File: config.mk
export PLATFORM = sky130hd
export DESIGN_NAME = cbm_recip
export DESIGN_NICKNAME = d
export VERILOG_FILES = /design/src/hw/rtl/cartridge_bank_mapper_assert.svh /design/src/hw/rtl/cbm_pkg.sv /design/src/hw/rtl/cbm_recip.sv
export SDC_FILE = /design/constraint.sdc
export NUM_CORES = 1
export LEC_CHECK = 0
export ABC_AREA = 1
export BUFFER_PORTS_ARGS = -buffer_cell sky130_fd_sc_hd__buf_2
export CAP_MARGIN = 20
export CORE_MARGIN = 3
export CORE_UTILIZATION = 30
export CTS_CLUSTER_SIZE = 25
export DETAILED_ROUTE_END_ITERATION = 10
export PLACE_DENSITY = 0.5
export SYNTH_ARGS = -nofsm -noshare
export SYNTH_HDL_FRONTEND = slang
export SYNTH_SLANG_ARGS = --single-unit
export TNS_END_PERCENT = 5
File: constraint.sdc
create_clock -name clk -period 5.87 [get_ports clk]
set_input_delay 0.2935 -clock clk [delete_from_list [all_inputs] [get_ports clk]]
set_output_delay 0.2935 -clock clk [all_outputs]
set_load 0.02 [all_outputs]
File: src/hw/rtl/cartridge_bank_mapper_assert.svh
// ----------------------------------------------------------------------------
// Assertion macros for the cartridge bank mapper
// Immediate-implication and next-cycle-implication property wrappers.
// ----------------------------------------------------------------------------
`ifndef CARTRIDGE_BANK_MAPPER_ASSERT_SVH
`define CARTRIDGE_BANK_MAPPER_ASSERT_SVH

`ifndef NO_ASSERTIONS
`define CBM_ASSERT_IMP(lbl, ante, cons) \
	lbl: assert property (@(posedge clk) disable iff (!arst_n) (ante) |-> (cons)) \
		else $error("cbm: property violated");
`define CBM_ASSERT_NXT(lbl, ante, cons) \
	lbl: assert property (@(posedge clk) disable iff (!arst_n) (ante) |=> (cons)) \
		else $error("cbm: property violated");
`else
`define CBM_ASSERT_IMP(lbl, ante, cons)
`define CBM_ASSERT_NXT(lbl, ante, cons)
`endif

`endif

File: src/hw/rtl/cbm_pkg.sv
// ----------------------------------------------------------------------------
// cbm_pkg
// Shared widths, codes and pipeline record of the cartridge bank mapper.
// ----------------------------------------------------------------------------
package cbm_pkg;

	localparam int ADDR_W      = 16;
	localparam int DATA_W      = 8;
	localparam int ROM_ADDR_W  = 21;
	localparam int SIZE_W      = 16;
	localparam int IDX_W       = 15;
	localparam int RECIP_W     = 16;
	localparam int RECIP_SHIFT = 15;
	localparam int ROM_OFS_W   = 14;
	localparam int RAM_OFS_W   = 13;
	localparam int ROM_BANK_W  = 7;
	localparam int RAM_BANK_W  = 2;

	typedef enum logic [1:0] {
		ST_ROM   = 2'd0,
		ST_RAM   = 2'd1,
		ST_WRITE = 2'd2,
		ST_ERROR = 2'd3
	} status_t;

	typedef enum logic {
		FUNC_READ  = 1'b0,
		FUNC_WRITE = 1'b1
	} func_t;

	typedef enum logic {
		MODE_ROM = 1'b0,
		MODE_RAM = 1'b1
	} bank_mode_t;

	// bus_address[15:13]
	typedef enum logic [2:0] {
		RG_RAM_EN  = 3'd0,
		RG_ROM_LO  = 3'd1,
		RG_BANK_HI = 3'd2,
		RG_MODE    = 3'd3,
		RG_EXT_RAM = 3'd5
	} region_t;

	localparam logic [3:0]        RAM_EN_KEY    = 4'hA;
	localparam logic [DATA_W-1:0] MODE_ROM_CODE = 8'h00;
	localparam logic [DATA_W-1:0] MODE_RAM_CODE = 8'h01;

	typedef struct packed {
		status_t                 status;
		logic                    ram_wr;
		logic [IDX_W-1:0]        idx;
		logic [DATA_W-1:0]       wdata;
		logic [ROM_ADDR_W-1:0]   rom_address;
	} stage_t;

endpackage

File: src/hw/rtl/cbm_recip.sv
// ----------------------------------------------------------------------------
// cbm_recip
// Bit-serial divider computing floor(2^15 / size) after a size register write.
// ----------------------------------------------------------------------------
module cbm_recip #(
	parameter logic [15:0] RECIP_RST = 16'd1
) (
	input  logic                          clk,
	input  logic                          arst_n,
	input  logic                          start,
	input  logic [cbm_pkg::SIZE_W-1:0]    divisor,
	output logic [cbm_pkg::RECIP_W-1:0]   recip,
	output logic                          busy
);

	localparam int CNT_W = $clog2(cbm_pkg::RECIP_SHIFT + 1);
	localparam int SW    = cbm_pkg::SIZE_W;

	logic [CNT_W-1:0]           cnt_q;
	logic [SW-1:0]              rem_q, rem_d;
	logic [SW-1:0]              div_q;
	logic [cbm_pkg::RECIP_W-1:0] recip_q;
	logic                       busy_q;
	logic [SW:0]                trial;
	logic                       qbit;
	logic                       nbit;

	// dividend is a single one in its top bit
	always_comb begin
		nbit  = (cnt_q == CNT_W'(cbm_pkg::RECIP_SHIFT));
		trial = {rem_q, nbit};
		qbit  = (trial >= {1'b0, div_q});
		rem_d = qbit ? SW'(trial - {1'b0, div_q}) : SW'(trial);
	end

	always_ff @(posedge clk or negedge arst_n) begin
		if (!arst_n) begin
			busy_q  <= 1'b0;
			cnt_q   <= '0;
			rem_q   <= '0;
			div_q   <= '0;
			recip_q <= RECIP_RST;
		end else if (start) begin
			busy_q  <= 1'b1;
			cnt_q   <= CNT_W'(cbm_pkg::RECIP_SHIFT);
			rem_q   <= '0;
			div_q   <= divisor;
			recip_q <= '0;
		end else if (busy_q) begin
			rem_q   <= rem_d;
			recip_q <= {recip_q[cbm_pkg::RECIP_W-2:0], qbit};
			cnt_q   <= cnt_q - 1'b1;
			if (cnt_q == '0) begin
				busy_q <= 1'b0;
			end
		end
	end

	assign recip = recip_q;
	assign busy  = busy_q;

endmodule

==> flow_summary.toml <==
[die]
io_pins = 36
rows = 38
dieArea_um2 = 12900
die_y_um = 113
core_region_area_um2 = 11000
initial_core_util_pct = 31.4
die_width_um = 113

[pwr]
p_switching_mw = 0.757
p_int_mw = 0.938
swShare_pct = 44.6
power.share.combinational_pct = 51.7
pwr-share-clk_pct = 20.6
p_leak_nw = 2.17
p_seq_share_pct = 27.7
power_mw = 1.70
p_per_area_nw_per_um2 = 431
peakVddDrop_v = 0.000183

[sta]
tightest_slew_ns = 0.967
post-route-min-period_ns = 2.33
drv_slew = 0
max-slew-margin-rel_pct = 35.5
finalCritPeriodShare_pct = 39.6
finClkSkew_ns = 0.00671
setup-tns-final_ns = 0
finalHoldViolations = 0
rsz0062_at_grt = "false"
setup_viol = 0
fmax_ghz = 0.430

[global_route]
grt_overflow = 0
grt_max_degree = 54
antenna_found_initial = 0
track_usage_pct = 13.2
grt_pass1_wl_mm = 13.9
grt_pass1_vias = 2841

[synthesis]
syn_inst = 475
synth_largest_area_cell = "dfrtp_1"
synth_top_area_share_pct = 37.6
avgSynthCellArea_um2 = 7.28
synth-xor-area-share_pct = 1.52
synthTopCellsByCount = "nand2_1 (162), inv_1 (82), dfrtp_1 (52), nand3_1 (26), o21ai_0 (21)"
yosys.cell_types.count = 32
synth_edf_count = 0
synth-simple-area-share_pct = 34.7
async_flop_share_pct = 100
synth_compound_area_share_pct = 7.34
synth_area_leaders = "dfrtp_1 (38%), nand2_1 (18%), inv_1 (8.9%)"
muxShareOfSynthArea_pct = 0
synth_warnings = 0
synth_most_common_cell = "nand2_1"
synthAdderAreaFrac_pct = 7.09
synth_top_family_by_area = "simple AND/OR/NAND/NOR gates"
syn_area_um2 = 3460
synth_nets = 513
synth_flop_cell = "dfrtp_1"
yosys_register_bits = 53
ys_seq_area_share_pct = 38.4

[worst_setup_path]
critPathMaxFanout = 4
worstSetupStartpointType = "flop"
critPathKind = "flop to flop"
path_cells = "ha_1 -> nand3_1 -> ha_1 -> inv_1 -> fa_1 -> nand3_1 -> nand3_1 -> nand2_1 -> nand2_1 -> nand2_1 -> nand2_1 -> nand2_1 -> nand3_1 -> nand2_1 -> nand2_1"
slowest_stage = "fa_1"
end_kind = "flop"
arrival_ns = 2.51
max_stage_delay_ns = 0.43
critPathRequiredTime_ns = 6.06
crit_path_frequent_cell = "nand2_1"

[cts]
numCtsBuffers = 5
clk_path_buf_depth = 2
cts_hold_buffers = 0
cts.sinks = 53
cts_tree = "built"
cts-root-buf = "clkbuf_16"
htreeDepth = 2
postCtsSetupBuffers = 0
worstSkewPairLatency_ns = 0.30
cts.clk_slew.worst_paths_ns = 0.08
cts-resized-gates = 0

[finish]
drive_gt1_share_pct = 15.9
fill_cells = 1189
fin_nets = 548
final_area_um2 = 3940
synthToLayoutAreaGrowth_pct = 13.9
antenna_cells = 0
utilization_pct = 35.7

[routing]
dr.first_iter.drc_count = 165
detail_route.wl_per_cell_um = 12.6
via_per_inst = 4.48
drt-pass1-iter-count = 4
ant_nets = 0
via_count = 2916
drcViolationCount = 0
postRouteWirelength_mm = 8.18

[placed_design]
gp_congestion = 0.884
hpwl_mm = 6.23
placed_cell_area_um2 = 3760
portBuffers = 35

[job]
cap_violations = 0

[worst_hold_path]
hold_class = "input port to asynchronous set/reset pin"

[run_status]
outcome = "complete, no violations"
-- sequential cells by signal, indices dropped and copies added, names as in the netlist --
register and flops:
rem_q 16, busy 1, recip 16, div_q 16, cnt_q 4
-- logic make-up after synthesis --
| family | count (synthesis) |
|---|---|
| flip-flops | 53 |
| adder cells (fa/ha/maj) | 19 |
| buffers and inverters | 94 |
| AO/OA/AOI/OAI | 47 |
| XOR/XNOR | 6 |
| AND/OR/NAND/NOR | 256 |
-- critical path: cells and delay by family (launching register included) --
kind / cells / cell delay (ns)
simple gates: 11 / 0.91
buf+inv: 1 / 0.09
fa+ha+maj: 3 / 0.81
flops: 1 / 0.41
-- path summary, 6_finish.rpt --
kind                            cells past startpoint  slack, ns       start         to
worst max-delay path                               15       3.54    cnt_q[1]  rem_q[14]
worst min-delay path                                2       0.10      arst_n   recip[4]
worst max register to register                     15       3.54    cnt_q[1]  rem_q[14]
worst min register to register                      2       0.50   recip[15]  recip[15]
max in group asynchronous                           2       5.32      arst_n  rem_q[14]
min in group clk                                    3       0.19  divisor[8]   div_q[8]
-- placed cells by master, fill, tap and decap left out, types with 2 or more instances in the layout --
cell type	instances
nand2_1	162
inv_1	82
dfrtp_1	52
buf_2	35
nand3_1	26
o21ai_0	21
nor2_1	18
ha_1	18
nand2_2	17
o22ai_1	14
a21oi_1	11
nand3b_1	9
nand4_1	5
clkbuf_16	5
nand3_2	4
nor2_2	3
inv_2	3
nor2_4	3
xor2_1	3
xnor2_1	3
nand2_4	2
nor3_1	2
buf_4	2
-- cell type report --
class                   count  area [um^2]  share of cell area, %
clock buffers               5          125                   3.18
inverters                  85          319                   8.10
flip-flops and latches     53         1330                   33.7
repair buffers             37          190                   4.83
clock inverters             3         50.0                   1.27
multi-input cells         328         1750                   44.5
well taps                 140          175                   4.45
-- stage by stage --
step                hold slack (ns)  setup slack, ns  std cells
global placement              0.470             3.62        643
global route                  0.184             3.35        651
floorplan                  -0.00209             3.82        475
CTS                           0.147             3.55        651
finish                        0.104             3.54        651
detailed placement            0.471             3.56        643
-- routing by layer --
layer | GRT usage (%) | vias up | part of all wire, %
met5 | 0 | - | 0
met4 | 3.77 | 0 | 1.5
met3 | 1.39 | 8 | 2.6
met2 | 20.5 | 33 | 44
met1 | 19.6 | 1326 | 52
li1 | - | 1549 | -
-- power groups by stage --
stage               clock network [mW]  logic, mW  registers (mW)
global placement                     0      0.878           0.476
detailed placement                   0      0.878           0.477
global route                     0.372      0.998           0.478
floorplan                            0      0.701           0.473
finish                           0.348      0.877           0.470
CTS                              0.355      0.883           0.470
No activity file was read; power rests on OpenSTA's default activity.
