File: config.mk
export PLATFORM = sky130hd
export DESIGN_NAME = cbm_mod
export DESIGN_NICKNAME = d
export VERILOG_FILES = /design/src/hw/rtl/cartridge_bank_mapper_assert.svh /design/src/hw/rtl/cbm_pkg.sv /design/src/hw/rtl/cbm_mod.sv
export SDC_FILE = /design/constraint.sdc
export NUM_CORES = 1
export LEC_CHECK = 0
export BUFFER_PORTS_ARGS = -buffer_cell sky130_fd_sc_hd__buf_2
export CAP_MARGIN = 20
export CORE_UTILIZATION = 30
export CTS_BUF_LIST = sky130_fd_sc_hd__clkbuf_2 sky130_fd_sc_hd__clkbuf_4 sky130_fd_sc_hd__clkbuf_8
export CTS_CLUSTER_DIAMETER = 120
export DETAILED_ROUTE_END_ITERATION = 16
export GPL_TIMING_DRIVEN = 0
export SETUP_SLACK_MARGIN = 0.5
export SLEW_MARGIN = 40
export SYNTH_ARGS = -nofsm -noshare
export SYNTH_HDL_FRONTEND = slang
export SYNTH_SLANG_ARGS = --single-unit
export TNS_END_PERCENT = 1
File: constraint.sdc
create_clock -name clk -period 4.9 [get_ports clk]
set_input_delay 0.98 -clock clk [delete_from_list [all_inputs] [get_ports clk]]
set_output_delay 0.98 -clock clk [all_outputs]
set_load 0.02 [all_outputs]
File: src/hw/rtl/cartridge_bank_mapper_assert.svh
// ----------------------------------------------------------------------------
// Assertion macros for the cartridge bank mapper
// Immediate-implication and next-cycle-implication property wrappers.
// ----------------------------------------------------------------------------
`ifndef CARTRIDGE_BANK_MAPPER_ASSERT_SVH
`define CARTRIDGE_BANK_MAPPER_ASSERT_SVH

`ifndef NO_ASSERTIONS
`define CBM_ASSERT_IMP(lbl, ante, cons) \
	lbl: assert property (@(posedge clk) disable iff (!arst_n) (ante) |-> (cons)) \
		else $error("cbm: property violated");
`define CBM_ASSERT_NXT(lbl, ante, cons) \
	lbl: assert property (@(posedge clk) disable iff (!arst_n) (ante) |=> (cons)) \
		else $error("cbm: property violated");
`else
`define CBM_ASSERT_IMP(lbl, ante, cons)
`define CBM_ASSERT_NXT(lbl, ante, cons)
`endif

`endif

File: src/hw/rtl/cbm_pkg.sv
// ----------------------------------------------------------------------------
// cbm_pkg
// Shared widths, codes and pipeline record of the cartridge bank mapper.
// ----------------------------------------------------------------------------
package cbm_pkg;

	localparam int ADDR_W      = 16;
	localparam int DATA_W      = 8;
	localparam int ROM_ADDR_W  = 21;
	localparam int SIZE_W      = 16;
	localparam int IDX_W       = 15;
	localparam int RECIP_W     = 16;
	localparam int RECIP_SHIFT = 15;
	localparam int ROM_OFS_W   = 14;
	localparam int RAM_OFS_W   = 13;
	localparam int ROM_BANK_W  = 7;
	localparam int RAM_BANK_W  = 2;

	typedef enum logic [1:0] {
		ST_ROM   = 2'd0,
		ST_RAM   = 2'd1,
		ST_WRITE = 2'd2,
		ST_ERROR = 2'd3
	} status_t;

	typedef enum logic {
		FUNC_READ  = 1'b0,
		FUNC_WRITE = 1'b1
	} func_t;

	typedef enum logic {
		MODE_ROM = 1'b0,
		MODE_RAM = 1'b1
	} bank_mode_t;

	// bus_address[15:13]
	typedef enum logic [2:0] {
		RG_RAM_EN  = 3'd0,
		RG_ROM_LO  = 3'd1,
		RG_BANK_HI = 3'd2,
		RG_MODE    = 3'd3,
		RG_EXT_RAM = 3'd5
	} region_t;

	localparam logic [3:0]        RAM_EN_KEY    = 4'hA;
	localparam logic [DATA_W-1:0] MODE_ROM_CODE = 8'h00;
	localparam logic [DATA_W-1:0] MODE_RAM_CODE = 8'h01;

	typedef struct packed {
		status_t                 status;
		logic                    ram_wr;
		logic [IDX_W-1:0]        idx;
		logic [DATA_W-1:0]       wdata;
		logic [ROM_ADDR_W-1:0]   rom_address;
	} stage_t;

endpackage

File: src/hw/rtl/cbm_mod.sv
// ----------------------------------------------------------------------------
// cbm_mod
// Two-stage reduction of the RAM index modulo the installed size.
// ----------------------------------------------------------------------------
module cbm_mod (
	input  logic                          clk,
	input  logic                          arst_n,
	input  logic                          en,
	input  logic                          s1_valid,
	input  cbm_pkg::stage_t               s1,
	input  logic [cbm_pkg::RECIP_W-1:0]   recip,
	input  logic [cbm_pkg::SIZE_W-1:0]    size,
	output logic                          s3_valid,
	output cbm_pkg::stage_t               s3,
	output logic [cbm_pkg::SIZE_W-1:0]    s3_ram_addr
);

	localparam int IW = cbm_pkg::IDX_W;
	localparam int SW = cbm_pkg::SIZE_W;
	localparam int PW = IW + cbm_pkg::RECIP_W;

	logic [PW-1:0]   quo_prod;
	logic [PW-1:0]   back_prod;
	logic            s2_valid;
	cbm_pkg::stage_t s2;
	logic [IW-1:0]   quo_s2;
	logic [SW-1:0]   rem_raw;
	logic [SW-1:0]   rem_s3;

	// quotient estimate is exact or one low
	assign quo_prod  = PW'(s1.idx) * PW'(recip);
	assign back_prod = PW'(quo_s2) * PW'(size);
	assign rem_raw   = SW'(s2.idx) - back_prod[SW-1:0];

	assign s3_ram_addr = (rem_s3 >= size) ? rem_s3 - size : rem_s3;

	always_ff @(posedge clk or negedge arst_n) begin
		if (!arst_n) begin
			s2_valid <= 1'b0;
			s3_valid <= 1'b0;
		end else if (en) begin
			s2_valid <= s1_valid;
			s3_valid <= s2_valid;
		end
	end

	always_ff @(posedge clk) begin
		if (en) begin
			s2     <= s1;
			quo_s2 <= quo_prod[cbm_pkg::RECIP_SHIFT +: IW];
			s3     <= s2;
			rem_s3 <= rem_raw;
		end
	end

endmodule

==> reports/results.tsv <==
stage	metric	value	unit
logic_synthesis	synth top area cells	fa_1 (34%), edfxtp_1 (23%), ha_1 (12%)	
timing	Max Fclk	153	MHz
timing	slack of the critical path	-1.65	ns
logic_synthesis	Yosys warning count	0	
clocking	cts hold-fix bufs	0	
cells_and_area	Fillers	5331	
clocking	H-tree depth	4	
die	total core area	54200	µm²
routing	Final ANT Viol Nets	0	
status	failing checks	setup timing	
worst_setup_path	CP Launch Type	primary input	
clocking	Worst-Skew Late Latency	0.46	ns
global_routing	vias in the first global route	12500	
clocking	clock sink total	127	
routing	Total Wirelength	42.4	mm
die	Starting Density	0.306	
logic_synthesis	syn nets	2100	
worst_setup_path	Crit Path Class	in2reg	
timing	clock skew	0.0179	ns
cells_and_area	nets	2288	
routing	first-pass detailed-route iteration total	5	
clocking	Num CTS Buffers	17	
flow_run	Maximum Capacitance Violations	0	
global_routing	initial antenna violation count	1	
timing	Final Hold Fails	0	
logic_synthesis	ys flop type	edfxtp_1	
logic_synthesis	Avg Inst Size Synth	10.5	µm²
routing	vias per cell	4.57	
die	die area	56200	µm²
placed_design	placed instance count	2428	
placed_design	GP Congestion	0.872	
logic_synthesis	Mapped Cells	1586	
timing	Max Slew Vio Count	0	
global_routing	largest net degree at the start of global routing	74	
logic_synthesis	Mapped Area	16600	µm²
die	Top Ports	147	
timing	Least-Margin Pin Slew	0.522	ns
worst_setup_path	CP arrival	6.76	ns
logic_synthesis	synth unique cells	52	
cells_and_area	register area	3800	µm²
global_routing	gr ovfl total	0	
cells_and_area	share of cells above drive strength 1	0.184	
timing	crit share post-route	1.34	
timing	Tmin final	6.55	ns
global_routing	GRT Util Overall	0.157	
routing	via count	11400	
timing	final setup TNS	-22.17	ns
logic_synthesis	top cell type by total area after synthesis	fa_1	
placed_design	hpwl dp	34.4	mm
cells_and_area	P&R area growth vs syn	19.5	%
die	Die W	237	µm
worst_setup_path	Crit Path Max Fanout	10	
cells_and_area	Final Non-Filler Cells	2483	
routing	DRC errors left	0	
cells_and_area	multi-input logic area	11700	µm²
timing	Setup Viol. Count Final	21	
clocking	CTS clk-pin slew, worst paths	0.10	ns
clocking	clk buf depth	2	
clocking	CTS tree	built	
worst_setup_path	Worst Setup End Kind	flip-flop	
timing	RSZ-0062 raised after global routing	true	
routing	routed len/inst	17.1	µm
clocking	CTS root buf	clkbuf_8	
die	Die Y	237	µm
worst_setup_path	CP required	5.11	ns
logic_synthesis	area share of the largest cell type after synthesis	0.336	
die	FP Rows	85	
status	outcome	complete, but fails checks	
cells_and_area	diode count	0	
global_routing	first-pass GRT wire length	68.3	mm
logic_synthesis	EDFF count, synth	125	
timing	Rel. slew slack	0.652	
routing	initial drt markers	605	
logic_synthesis	register area share after synthesis	0.229	
worst_hold_path	Worst Hold Class	in2async	
logic_synthesis	Post-synth ARST share	0.0157	
placed_design	I/O Buffers	145	
logic_synthesis	Yosys reg bits	127	
==> through the flow <==
step,cell area [µm²],hold WS (ns),util,worst slack [ns]
after floorplan,16700,0.400,-,-1.70
after global placement,18300,0.401,0.337,-2.54
after detailed placement,18300,0.405,0.338,-2.57
after CTS,19700,0.228,0.363,-1.71
after global routing,19800,0.239,0.365,-1.80
final,19800,0.281,0.365,-1.65
==> timing repair <==
action | in CTS | in global routing
endpoints found under the hold margin | 0 | 0
resized for setup | 203 | 44
pin swaps | 35 | 14
setup buffers | 21 | 1
gates cloned | 1 | 0
endpoints found under the setup margin | 41 | 40
==> synth_stat cells (3+ instances only) <==
cell,number
nand4_1,3
and2_1,217
o21a_1,10
a31oi_1,3
nor3_1,14
ha_1,153
xor2_1,16
nand3_1,8
inv_1,332
edfxtp_1,125
fa_1,278
o21ai_0,9
o31a_1,3
a311oi_1,3
a211oi_1,3
mux2_2,17
xnor2_1,54
nor2b_1,7
o21bai_1,6
a21o_1,9
nand3b_1,3
a21oi_1,26
nor2_1,32
nand2_1,169
and4_1,4
clkbuf_1,49
==> cell families after synthesis <==
kind of cell	synth area share
AO/OA/AOI/OAI	0.0385
XOR/XNOR	0.0370
adder cells (fa/ha/maj)	0.451
AND/OR/NAND/NOR	0.145
flip-flops	0.229
buffers and inverters	0.0867
multiplexers	0.0127
==> per-layer routing <==
metal  track usage  wire, µm
met2         0.270     20500
met4        0.0405       761
met1         0.208     18900
met3        0.0218      2220
met5             0         0
==> state kept, by name, indices dropped and copies added (netlist names) <==
| signal | count |
|---|---|
| s3_valid | 1 |
| rem_s3 | 16 |
| quo_s2 | 15 |
| s2_valid | 1 |
| s3 | 47 |
| s2 | 47 |
==> worst max-delay path: stages <==
cell and delay (ns):
buf_2 0.14, clkbuf_4 0.21, and2_1 0.19, fa_1 0.49, inv_1 0.06, fa_1 0.52, inv_1 0.05, fa_1 0.55
fa_1 0.45, fa_1 0.51, fa_1 0.45, ha_4 0.29, and4_4 0.24, o2111ai_4 0.10, or3b_4 0.42, a31oi_4 0.22
o21ai_4 0.10, a311oi_4 0.30, a311o_1 0.25, a31oi_1 0.10, xnor2_1 0.14
==> worst paths after layout <==
kind | to | slack (ns) | cells after the start | startpoint
min | s2_valid$_DFFE_PN0P_ | 0.28 | 1 | arst_n
max reg2reg | rem_s3[15]$_DFFE_PP_ | -0.57 | 17 | quo_s2[0]$_DFFE_PP_
max | quo_s2[14]$_DFFE_PP_ | -1.65 | 21 | recip[13]
min reg2reg | s3[2]$_DFFE_PP_ | 0.42 | 0 | s2[2]$_DFFE_PP_
max in group asynchronous | s3_valid$_DFFE_PN0P_ | 4.51 | 1 | arst_n
min in group clk | s3[2]$_DFFE_PP_ | 0.42 | 0 | s2[2]$_DFFE_PP_
==> cell usage in the layout (no fill, tap or decap), drive strengths merged, types with 9 or more instances in the layout <==
master,n
inv,341
fa,278
and2,217
buf,181
nand2,169
ha,153
edfxtp,125
clkbuf,55
xnor2,54
nor2,32
a21oi,27
mux2,17
xor2,16
nor3,14
o21ai,12
o21a,10
a21o,9
==> cell type report <==
type                            instances  area share
Tap cell                              696      0.0439
Buffer                                 50      0.0318
Clock inverter                         15     0.00827
Multi-Input combinational cell       1077       0.593
Inverter                              332      0.0629
Clock buffer                           17      0.0118
Timing Repair Buffer                  169      0.0566
Sequential cell                       127       0.192
Power is left out: the tool's default activity adds up to more than one toggle a clock period on the data nets, which glitch-free logic cannot reach.
