==> src/hw/rtl/cartridge_bank_mapper_assert.svh <==
// ----------------------------------------------------------------------------
// Assertion macros for the cartridge bank mapper
// Immediate-implication and next-cycle-implication property wrappers.
// ----------------------------------------------------------------------------
`ifndef CARTRIDGE_BANK_MAPPER_ASSERT_SVH
`define CARTRIDGE_BANK_MAPPER_ASSERT_SVH

`ifndef NO_ASSERTIONS
`define CBM_ASSERT_IMP(lbl, ante, cons) \
	lbl: assert property (@(posedge clk) disable iff (!arst_n) (ante) |-> (cons)) \
		else $error("cbm: property violated");
`define CBM_ASSERT_NXT(lbl, ante, cons) \
	lbl: assert property (@(posedge clk) disable iff (!arst_n) (ante) |=> (cons)) \
		else $error("cbm: property violated");
`else
`define CBM_ASSERT_IMP(lbl, ante, cons)
`define CBM_ASSERT_NXT(lbl, ante, cons)
`endif

`endif

==> src/hw/rtl/cbm_pkg.sv <==
// ----------------------------------------------------------------------------
// cbm_pkg
// Shared widths, codes and pipeline record of the cartridge bank mapper.
// ----------------------------------------------------------------------------
package cbm_pkg;

	localparam int ADDR_W      = 16;
	localparam int DATA_W      = 8;
	localparam int ROM_ADDR_W  = 21;
	localparam int SIZE_W      = 16;
	localparam int IDX_W       = 15;
	localparam int RECIP_W     = 16;
	localparam int RECIP_SHIFT = 15;
	localparam int ROM_OFS_W   = 14;
	localparam int RAM_OFS_W   = 13;
	localparam int ROM_BANK_W  = 7;
	localparam int RAM_BANK_W  = 2;

	typedef enum logic [1:0] {
		ST_ROM   = 2'd0,
		ST_RAM   = 2'd1,
		ST_WRITE = 2'd2,
		ST_ERROR = 2'd3
	} status_t;

	typedef enum logic {
		FUNC_READ  = 1'b0,
		FUNC_WRITE = 1'b1
	} func_t;

	typedef enum logic {
		MODE_ROM = 1'b0,
		MODE_RAM = 1'b1
	} bank_mode_t;

	// bus_address[15:13]
	typedef enum logic [2:0] {
		RG_RAM_EN  = 3'd0,
		RG_ROM_LO  = 3'd1,
		RG_BANK_HI = 3'd2,
		RG_MODE    = 3'd3,
		RG_EXT_RAM = 3'd5
	} region_t;

	localparam logic [3:0]        RAM_EN_KEY    = 4'hA;
	localparam logic [DATA_W-1:0] MODE_ROM_CODE = 8'h00;
	localparam logic [DATA_W-1:0] MODE_RAM_CODE = 8'h01;

	typedef struct packed {
		status_t                 status;
		logic                    ram_wr;
		logic [IDX_W-1:0]        idx;
		logic [DATA_W-1:0]       wdata;
		logic [ROM_ADDR_W-1:0]   rom_address;
	} stage_t;

endpackage

==> src/hw/rtl/cbm_ctrl.sv <==
// ----------------------------------------------------------------------------
// cbm_ctrl
// Bank control registers and access decode into the first pipeline stage.
// ----------------------------------------------------------------------------
module cbm_ctrl (
	input  logic                                clk,
	input  logic                                arst_n,
	input  logic                                en,
	input  logic                                accept,
	input  logic                                func,
	input  logic [cbm_pkg::ADDR_W-1:0]          bus_address,
	input  logic [cbm_pkg::DATA_W-1:0]          write_value,
	input  logic                                ram_present,
	output logic                                s1_valid,
	output cbm_pkg::stage_t                     s1
);

	logic [cbm_pkg::ROM_BANK_W-1:0] rom_bank_q, rom_bank_d;
	logic [cbm_pkg::RAM_BANK_W-1:0] ram_bank_q, ram_bank_d;
	logic                           ram_en_q, ram_en_d;
	cbm_pkg::bank_mode_t            mode_q, mode_d;
	cbm_pkg::region_t               region;
	cbm_pkg::stage_t                dec;
	logic                           ram_ok;

	always_comb begin
		region     = cbm_pkg::region_t'(bus_address[15:13]);
		rom_bank_d = rom_bank_q;
		ram_bank_d = ram_bank_q;
		ram_en_d   = ram_en_q;
		mode_d     = mode_q;
		ram_ok     = ram_present && ram_en_q;

		dec.status      = cbm_pkg::ST_ERROR;
		dec.ram_wr      = 1'b0;
		dec.idx         = {ram_bank_q, bus_address[cbm_pkg::RAM_OFS_W-1:0]};
		dec.wdata       = write_value;
		dec.rom_address = '0;

		if (func == cbm_pkg::FUNC_WRITE) begin
			dec.status = cbm_pkg::ST_WRITE;
			unique case (region)
				cbm_pkg::RG_RAM_EN: begin
					ram_en_d = (write_value[3:0] == cbm_pkg::RAM_EN_KEY);
				end
				cbm_pkg::RG_ROM_LO: begin
					rom_bank_d = {write_value[6:5],
						(write_value[4:0] == 5'd0) ? 5'd1 : write_value[4:0]};
				end
				cbm_pkg::RG_BANK_HI: begin
					if (mode_q == cbm_pkg::MODE_ROM) begin
						rom_bank_d = {write_value[1:0], rom_bank_q[4:0]};
					end else begin
						ram_bank_d = write_value[1:0];
					end
				end
				cbm_pkg::RG_MODE: begin
					if (write_value == cbm_pkg::MODE_ROM_CODE) begin
						mode_d = cbm_pkg::MODE_ROM;
					end else if (write_value == cbm_pkg::MODE_RAM_CODE) begin
						mode_d = cbm_pkg::MODE_RAM;
					end
				end
				cbm_pkg::RG_EXT_RAM: begin
					dec.ram_wr = ram_ok;
				end
				default: begin
				end
			endcase
		end else begin
			unique case (region) inside
				cbm_pkg::RG_RAM_EN, cbm_pkg::RG_ROM_LO: begin
					dec.status      = cbm_pkg::ST_ROM;
					dec.rom_address = cbm_pkg::ROM_ADDR_W'(bus_address);
				end
				cbm_pkg::RG_BANK_HI, cbm_pkg::RG_MODE: begin
					dec.status      = cbm_pkg::ST_ROM;
					dec.rom_address = {rom_bank_q, bus_address[cbm_pkg::ROM_OFS_W-1:0]};
				end
				cbm_pkg::RG_EXT_RAM: begin
					dec.status = ram_ok ? cbm_pkg::ST_RAM : cbm_pkg::ST_ERROR;
				end
				default: begin
					dec.status = cbm_pkg::ST_ERROR;
				end
			endcase
		end
	end

	always_ff @(posedge clk or negedge arst_n) begin
		if (!arst_n) begin
			rom_bank_q <= 7'd1;
			ram_bank_q <= '0;
			ram_en_q   <= 1'b0;
			mode_q     <= cbm_pkg::MODE_ROM;
			s1_valid   <= 1'b0;
		end else begin
			if (accept) begin
				rom_bank_q <= rom_bank_d;
				ram_bank_q <= ram_bank_d;
				ram_en_q   <= ram_en_d;
				mode_q     <= mode_d;
			end
			if (en) begin
				s1_valid <= accept;
			end
		end
	end

	always_ff @(posedge clk) begin
		if (accept) begin
			s1 <= dec;
		end
	end

endmodule

==> config.mk <==
export PLATFORM = sky130hd
export DESIGN_NAME = cbm_ctrl
export DESIGN_NICKNAME = d
export VERILOG_FILES = /design/src/hw/rtl/cartridge_bank_mapper_assert.svh /design/src/hw/rtl/cbm_pkg.sv /design/src/hw/rtl/cbm_ctrl.sv
export SDC_FILE = /design/constraint.sdc
export NUM_CORES = 1
export LEC_CHECK = 0
export ABC_CLOCK_PERIOD_IN_PS = 1300
export BUFFER_PORTS_ARGS = -buffer_cell sky130_fd_sc_hd__buf_4
export CORE_MARGIN = 2
export CORE_UTILIZATION = 25
export DETAILED_ROUTE_END_ITERATION = 7
export PLACE_DENSITY = 0.48
export SYNTH_ARGS = -nofsm -noshare
export SYNTH_HDL_FRONTEND = slang
export SYNTH_SLANG_ARGS = --single-unit
==> constraint.sdc <==
create_clock -name clk -period 1.3 [get_ports clk]
set_clock_uncertainty 0.05 [all_clocks]
set_input_delay 0.065 -clock clk [delete_from_list [all_inputs] [get_ports clk]]
set_output_delay 0.065 -clock clk [all_outputs]
set_load 0.005 [all_outputs]
==> results.cfg, run 1 <==
[status]
outcome = finished with violations
violations = negative setup slack

[worst_setup_path]
required_ps = 1470
max_stage_delay_ps = 370
rrSetupSlack_ps = -120
r2r_start = mode_q
path_class = register to register
timing.rr.end = rom_bank_q[5]
startpoint_type = register
path_cells = or3b_1 > a21oi_2 > mux2_2
crit_family = flip-flops
cp.arrival_ps = 1580
reg2reg_depth = 3
critPathBufInv = 0
cp_max_fo = 2
endpoint_kind = register
critPathSlowestCell = dfrtp_1

[synth]
syn_nets = 147
yosys-top-cells-area = edfxtp_1, dfrtp_1, mux2_2, and2_1, dfstp_2
synth_top_cell_area_share_pct = 64.9
syn-mean-instance-area_um2 = 18.6
yosysWarningCount = 0
ys_seq_elements = 59
syn_area_mm2 = 0.00218
netlist_instances = 117
synth_top_area_cell = edfxtp_1
ys_seq_area_share_pct = 78.7
synth_cell_type_count = 25

[clock_tree]
cts_buffer_depth = 2
clock_sinks = 59
insertion_delay_ps = 330
cts_tree = yes
cts_root_buf = clkbuf_8
clk_pin_slew_ps = 70
h-tree-depth = 3
cts_made_buffers = 9

[place]
dp_hpwl_um = 3360
port_buffers = 77
placed_cells = 308
place_area_mm2 = 0.00294
gp_congestion = 0.667
pre_cts_ws_ps = -98.3

[global_routing]
grt_pass1_wl_um = 7590
grt_overflow = 0
grt_start_max_net_pins = 19
grt_pass1_vias = 1474
antenna_found_initial = 0
grt_usage_pct = 10.6

[power]
switchingPower_uw = 948
clkPwrFrac_pct = 39.1
combPwrFrac_pct = 10.8
power_frac_seq_pct = 50.1
leakage_nw = 1.40
power_mw = 4.55
power.internal_mw = 3.60
switching_share_pct = 20.9
vdd_drop_max_mv = 0.424
power_density_mw_per_mm2 = 1340

[floorplanning]
die_width_um = 97.3
start_util_pct = 25.3
die_h_um = 97.3
rows = 34
die_area_mm2 = 0.00947
fp.coreArea_mm2 = 0.00859
ios = 78

[finish]
final_common_cell = buf_4
final_core_util_pct = 39.6
ff_latch_area_mm2 = 0.00171
fin_nets = 265
fillCellCount = 835
stdcell_count = 348
syn_to_final_growth_pct = 56.3
final_cell_mix = buf_4, edfxtp_1, dlygate4sd3_1
antennaDiodeCount = 0
final_area_mm2 = 0.00340
final_layout_size_suffix_gt1_share_pct = 50.0
multi_input_area_um2 = 465

[sta]
setup_viol = 2
drv_slew = 0
finalCritPeriodShare_pct = 109
max_freq_ghz = 0.705
setup_ws_ps = -118
rsz0062_at_grt = yes
hold_viol = 0
relSlewSlack_pct = 49.8
tns_ps = -227
tightest_slew_ps = 750
holdWs_ps = 21.7
min_period_ps = 1420

[detailed_routing]
ant_nets = 0
drc = 0
drt_pass1_iterations = 4
drt_iter0_markers = 50
wl_per_cell_um = 13.5
wirelength_um = 4700
vias = 1429
vias_per_cell = 4.11

[min_path]
min_to = s1[45]
min_path_type = input pin to register
worstHoldStart = func
whs_path_depth = 2

[run]
cap_viol_max_count = 0
cells in the mapped netlist (all sizes together):
library cell / instances
nor2b: 1
clkbuf: 1
dfrtp: 11
edfxtp: 47
and2: 22
a21oi: 1
nand4b: 2
nand2: 1
mux2: 13
nor3: 2
nor2: 4
or2b: 1
o31ai: 1
and4: 1
or3b: 1
nand3b: 1
nor4bb: 1
nor4: 1
nor3b: 2
dfstp: 1
a21o: 1
o21ai: 1
power groups by stage:
stage | Sequential [mW] | Clock (mW) | Combinational (mW)
after floorplan | 2.32 | 0 | 0.104
after global placement | 2.31 | 0 | 0.432
after detailed placement | 2.32 | 0 | 0.437
after CTS | 2.28 | 1.86 | 0.499
after global routing | 2.30 | 1.93 | 0.531
final | 2.28 | 1.78 | 0.489
flip-flops by register name (all words and copies together) (netlist names):
register,count
s1,47
rom_bank_q,7
ram_bank_q,2
mode_q,1
ram_en_q,1
s1_valid,1
worst reg2reg max path: cells and delay by family, from the launching register on:
family	cells	cell delay [ps]
AND/OR/NAND/NOR	1	360
AO/OA/AOI/OAI	1	170
flip-flops	1	370
multiplexers	1	350
worst max-delay path by stage:
| stage | from | endpoint | slack (ps) | depth (start not counted) |
|---|---|---|---|---|
| 5_1_grt | mode_q | rom_bank_q[5] | -190 | 3 |
| 4_1_cts | mode_q | rom_bank_q[5] | -120 | 3 |
| 3_3_place_gp | mode_q | rom_bank_q[5] | -80 | 3 |
| 3_5_place_dp | mode_q | rom_bank_q[5] | -100 | 3 |
| 2_1_floorplan | mode_q | rom_bank_q[5] | -70 | 3 |
| 6_report | mode_q | rom_bank_q[5] | -120 | 3 |
timing repair:
action	in CTS	in global routing
resized for setup	0	1
hold buffers	24	0
setup buffers	0	0
hold endpoints to repair	56	0
endpoints found under the setup margin	2	3
cell type report:
type,instances,area share (%)
clock buffers,9,3.64
multi-input cells,57,13.7
well taps,108,3.97
flip-flops and latches,59,50.4
repair buffers,108,25.6
clock inverters,7,2.72
cells by family after synthesis:
group,Yosys count,synth area share (%)
flip-flops,59,78.7
AND/OR/NAND/NOR,40,13.1
AO/OA/AOI/OAI,4,1.32
multiplexers,13,6.73
buffers and inverters,1,0.172
metal layers:
layer,wire length [um],global-route usage [%],vias up,share of wire (%)
li1,-,-,678,-
met3,389,5.25,6,8.3
met5,0,0,-,0
met1,1940,12.4,683,41
met4,59,3.85,0,1.3
met2,2310,17.0,62,49
Power figures use the tool's default switching activity.
==> run 2, diff against run 1 <==
--- a/config.mk
+++ b/config.mk
@@ -5,12 +5,14 @@
 export SDC_FILE = /design/constraint.sdc
 export NUM_CORES = 1
 export LEC_CHECK = 0
-export ABC_CLOCK_PERIOD_IN_PS = 1300
+export ABC_CLOCK_PERIOD_IN_PS = 1600
 export BUFFER_PORTS_ARGS = -buffer_cell sky130_fd_sc_hd__buf_4
 export CORE_MARGIN = 2
 export CORE_UTILIZATION = 25
 export DETAILED_ROUTE_END_ITERATION = 7
-export PLACE_DENSITY = 0.48
+export GPL_ROUTABILITY_DRIVEN = 0
+export PLACE_DENSITY = 0.46
+export REMOVE_ABC_BUFFERS = 1
 export SYNTH_ARGS = -nofsm -noshare
 export SYNTH_HDL_FRONTEND = slang
 export SYNTH_SLANG_ARGS = --single-unit
==> constraint.sdc (replaced) <==
create_clock -name clk -period 1.6 [get_ports clk]
set_clock_uncertainty 0.05 [all_clocks]
set_input_delay 0.08 -clock clk [delete_from_list [all_inputs] [get_ports clk]]
set_output_delay 0.08 -clock clk [all_outputs]
set_load 0.005 [all_outputs]
==> run 2 against run 1 <==
Net effect: the flow now finishes without violations; sequential share of layout area increased by 1.4 points; cell count decreased by 1.7%; clock power decreased by 36%; design area decreased by 2.8%; combinational power decreased by 19%; first-iteration DRC count decreased by 28%; non-clock buffer count decreased by 6; clock-buffer cell count increased by 4; sequential power decreased by 19%; critical path depth increased by 2; setup slack improved by 250 ps; critical path type is now input pin to register.
==> results.cfg, run 2 (synthesis results as in run 1) <==
[worst_setup_path]
path_cells = dlygate4sd3_1 > buf_4 > nor4_1 > nand4b_1 > mux2_2
endpoint_kind = register
cp.arrival_ps = 1630
required_ps = 1760
critPathSlowestCell = dlygate4sd3_1
cp_max_fo = 6
crit_family = buffers and inverters
startpoint_type = input pin
path_class = input pin to register
critPathBufInv = 2
max_stage_delay_ps = 530

[power]
power_frac_seq_pct = 54.7
combPwrFrac_pct = 11.7
switchingPower_uw = 736
vdd_drop_max_mv = 0.455
clkPwrFrac_pct = 33.7
power_density_mw_per_mm2 = 1020
power.internal_mw = 2.65
leakage_nw = 1.36
switching_share_pct = 21.7

[floorplanning]
die_h_um = 97.3
die_area_mm2 = 0.00947
fp.coreArea_mm2 = 0.00859
rows = 34
start_util_pct = 25.3
die_width_um = 97.3
ios = 78

[finish]
final_cell_mix = buf_4, edfxtp_1, dlygate4sd3_1
final_layout_size_suffix_gt1_share_pct = 47.9
largest_register = s1
largest_registers = s1: 47 flops, rom_bank_q: 7 flops, ram_bank_q: 2 flops
syn_to_final_growth_pct = 52.0
antennaDiodeCount = 0
fin_nets = 259
largest_register_ffs = 47
final_common_cell = buf_4

[sta]
tns_ps = 0
drv_slew = 0
relSlewSlack_pct = 48.5
max_freq_ghz = 0.683
tightest_slew_ps = 769
finalCritPeriodShare_pct = 91.6
hold_viol = 0
setup_viol = 0
holdWs_ps = 34.5
min_period_ps = 1460
setup_ws_ps = 135
rsz0062_at_grt = no

[clock_tree]
cts_root_buf = clkbuf_8
cts_made_buffers = 9
insertion_delay_ps = 330
postCtsHoldBufs = 23
cts.repair.resized = 0
cts_buffer_depth = 2
clock_sinks = 59
cts_tree = yes
cts_setup_buffers = 0
h-tree-depth = 3
clk_pin_slew_ps = 60

[global_routing]
grt_overflow = 0
grt_pass1_wl_um = 7660
grt_pass1_vias = 1478
grt_usage_pct = 10.6
grt_start_max_net_pins = 34
antenna_found_initial = 0

[detailed_routing]
wl_per_cell_um = 13.7
vias = 1392
vias_per_cell = 4.07
drt_iter0_markers = 36
drc = 0
wirelength_um = 4690
ant_nets = 0
drt_pass1_iterations = 4

[run]
cap_viol_max_count = 0

[place]
pre_cts_ws_ps = 175
port_buffers = 77
dp_hpwl_um = 3340

[min_path]
min_path_type = input pin to register

[status]
outcome = complete, no violations
[run 2: cell types whose count changed in the layout (fill, tap and decap cells not counted), moves of 2 or more]
cell and delta:
buf_4 -6, bufinv_16 -2, clkbuf_1 +3, clkinv_2 +2, clkinvlp_4 -2
[run 2: final timing paths]
path,slack [ps],start,cells after the start,endpoint
min,30,func,2,s1[46]
max,140,write_value[1],5,mode_q
max in group asynchronous,1190,arst_n,2,rom_bank_q[0]
min in group asynchronous,70,arst_n,2,s1_valid
min reg2reg,390,ram_bank_q[1],0,s1[43]
max reg2reg,170,mode_q,3,rom_bank_q[5]
[run 2: worst reg2reg max path, delay by kind of cell (launching register included)]
family,cells,cell delay (ps)
AOI/OAI and AO/OA,1,170
DFF,1,380
and+or+nand+nor,1,370
muxes,1,350
[run 2: layout make-up]
type | instances | area, um2
Clock buffer | 13 | 149
Multi-Input combinational cell | 57 | 459
Fill cell | 851 | 5290
Sequential cell | 59 | 1710
Timing Repair Buffer | 102 | 836
Tap cell | 108 | 135
Clock inverter | 3 | 15.0
[run 2: routing by layer]
| metal | share of wire, % | track usage [%] |
|---|---|---|
| met5 | 0 | 0 |
| met4 | 0.92 | 5.13 |
| met3 | 7.4 | 3.24 |
| met2 | 44 | 15.4 |
| met1 | 48 | 14.5 |
[run 2: per-stage QoR]
| stage | instance area [um2] | util, % | power (mW) | instances |
|---|---|---|---|---|
| detailed placement | 2910 | 33.9 | 2.24 | 303 |
| CTS | 3310 | 38.5 | 3.44 | 342 |
| global route | 3310 | 38.5 | 3.57 | 342 |
| floorplan | 2170 | - | 1.97 | 116 |
| global placement | 2910 | 33.9 | 2.24 | 303 |
| finish | 3310 | 38.5 | 3.38 | 342 |
[run 2: power groups by stage]
stage	sequential, mW	clock (mW)	combinational, mW
5_1_grt	1.87	1.27	0.434
6_report	1.85	1.14	0.395
3_5_place_dp	1.88	0	0.360
3_3_place_gp	1.88	0	0.355
2_1_floorplan	1.88	0	0.0839
4_1_cts	1.85	1.18	0.405
==> run 3, diff against run 2 <==
--- a/config.mk
+++ b/config.mk
@@ -5,6 +5,7 @@
 export SDC_FILE = /design/constraint.sdc
 export NUM_CORES = 1
 export LEC_CHECK = 0
+export ABC_AREA = 1
 export ABC_CLOCK_PERIOD_IN_PS = 1600
 export BUFFER_PORTS_ARGS = -buffer_cell sky130_fd_sc_hd__buf_4
 export CORE_MARGIN = 2
==> run 3 against run 2 <==
Net effect: setup slack improved by 350 ps; non-clock buffer count is 1 higher; sequential power about the same; sequential cell count is the same; sequential share of layout area shrank 1.2 points; synthesized cell count rose by 49%; hold slack got worse by 3.8 ps; clock-buffer cell count unchanged; die area grew 3.4%; register-to-register slack improved by 510 ps; largest power group unchanged; design area up 2.4%; area after synthesis grew 3.6%; critical path type unchanged.
==> results.cfg, run 3 <==
[place]
placed_cells = 359
pre_cts_ws_ps = 572
place_area_mm2 = 0.00297
dp_hpwl_um = 3450
port_buffers = 77

[detailed_routing]
drt_iter0_markers = 35
vias = 1591
ant_nets = 0
wl_per_cell_um = 12.3
vias_per_cell = 4.00
wirelength_um = 4890
drc = 0
drt_pass1_iterations = 4

[clock_tree]
clk_pin_slew_ps = 60
cts_tree = yes
cts_buffer_depth = 2
cts_root_buf = clkbuf_8
clock_sinks = 59
h-tree-depth = 3
cts_made_buffers = 9
cts.repair.resized = 0
insertion_delay_ps = 330

[status]
outcome = complete, no violations

[floorplanning]
rows = 34
ios = 78
die_h_um = 98.9
die_area_mm2 = 0.00979
start_util_pct = 25.8
fp.coreArea_mm2 = 0.00872
die_width_um = 98.9

[finish]
syn_to_final_growth_pct = 50.2
largest_register = s1
largest_register_ffs = 47
final_cell_mix = buf_4, edfxtp_1, nand2_1
final_area_mm2 = 0.00339
stdcell_count = 398
fin_nets = 315
largest_registers = s1: 47 flops, rom_bank_q: 7 flops, ram_bank_q: 2 flops
final_core_util_pct = 38.8
final_layout_size_suffix_gt1_share_pct = 36.2
antennaDiodeCount = 0
final_common_cell = buf_4

[synth]
syn-mean-instance-area_um2 = 13.0
synth_cell_type_count = 24
yosys-top-cells-area = edfxtp_1, dfrtp_1, nand2_1, nor2_1, inv_1
synth_compound_area_share_pct = 2.28
synth_top_area_cell = edfxtp_1
ys_seq_elements = 59
ys_seq_area_share_pct = 76.0
synth_top_family_by_area = simple AND/OR/NAND/NOR gates
synth_edf_count = 47
ys.flop_type = edfxtp_1
syn_area_mm2 = 0.00225
synth-simple-area-share_pct = 16.2
netlist_instances = 174
synth.most_common_cell = edfxtp_1
synth_xor_area_share_pct = 0
synth_common_cells = edfxtp_1, nand2_1, nor2_1, inv_1, dfrtp_1
synth_top_cell_area_share_pct = 62.6
async_reset_ff_share_pct = 20.3
yosysWarningCount = 0
yosys.area_share.adder_pct = 0
muxShareOfSynthArea_pct = 0.500

[global_routing]
grt_overflow = 0
grt_pass1_vias = 1511
grt_usage_pct = 10.2
grt_start_max_net_pins = 21
grt_pass1_wl_um = 7560
antenna_found_initial = 0

[worst_setup_path]
rrSetupSlack_ps = 680
cp_max_fo = 3
reg2reg_depth = 5
timing.rr.end = rom_bank_q[5]
startpoint_type = input pin
required_ps = 1770
endpoint_kind = register
r2r_start = mode_q
path_class = input pin to register
cp.arrival_ps = 1290

[sta]
holdWs_ps = 30.7
drv_slew = 0
tns_ps = 0
tightest_slew_ps = 254
max_freq_ghz = 0.897
hold_viol = 0
setup_ws_ps = 485
setup_viol = 0
rsz0062_at_grt = no
min_period_ps = 1110
relSlewSlack_pct = 83.1
finalCritPeriodShare_pct = 69.7

[min_path]
whs_path_depth = 3
min_path_type = input pin to register
min_to = s1[46]
worstHoldStart = bus_address[15]

[power]
power_density_mw_per_mm2 = 1060
leakage_nw = 1.48
power_mw = 3.60
vdd_drop_max_mv = 0.438

[run]
cap_viol_max_count = 0
==> run 3: cell count changes after synthesis, moves of 12 or more <==
cell	delta
nand2_1	+31
mux2_2	-12
nor2_1	+27
and2_1	-21
inv_1	+21
==> run 3: cell type report <==
| cell class | count | area, um2 |
|---|---|---|
| multi-input cells | 88 | 428 |
| inverters | 24 | 91.3 |
| well taps | 108 | 135 |
| clock inverters | 3 | 38.8 |
| clock buffers | 13 | 149 |
| fillers | 872 | 5340 |
| flip-flops and latches | 59 | 1710 |
| repair buffers | 103 | 831 |
==> run 3: worst max-delay path by stage <==
stage,from,to,slack [ps],cells past startpoint
floorplan,mode_q,rom_bank_q[5],730,4
global placement,accept,s1[5],590,2
detailed placement,accept,rom_bank_q[5],570,7
CTS,write_value[1],mode_q,500,8
global route,write_value[1],mode_q,340,8
finish,write_value[2],mode_q,490,8
==> run 3: layer usage <==
layer,track usage (%),wire length [um],vias up
met5,0,0,-
met4,4.74,51,0
met3,4.33,437,6
met2,14.8,2130,70
met1,13.3,2260,715
li1,-,-,800
==> run 3: cell families (layout without fill, tap and decap cells) <==
logic type	after synthesis	count (layout)
muxes	1	1
DFF	59	59
AOI/OAI and AO/OA	10	10
buffers and inverters	27	143
and+or+nand+nor	77	77
==> run 3: worst max-delay path: stages <==
cell           delay [ps]
dlygate4sd3_1         560
buf_4                 150
nor2_1                120
nand2_1                60
nor2_1                130
nand3_1                80
nand2_1                70
inv_1                  40
==> run 3: timing repair <==
action | 4_1_cts | 5_1_grt
hold buffers | 23 | 0
buffers inserted | 0 | 0
hold endpoints to repair | 48 | 0
endpoints found under the setup margin | 0 | 0
==> run 3: power by group <==
group / switching (mW) / internal, mW / total, mW
clock network: 0.547 / 0.756 / 1.30
registers: 0.0519 / 1.82 / 1.87
logic: 0.190 / 0.238 / 0.428
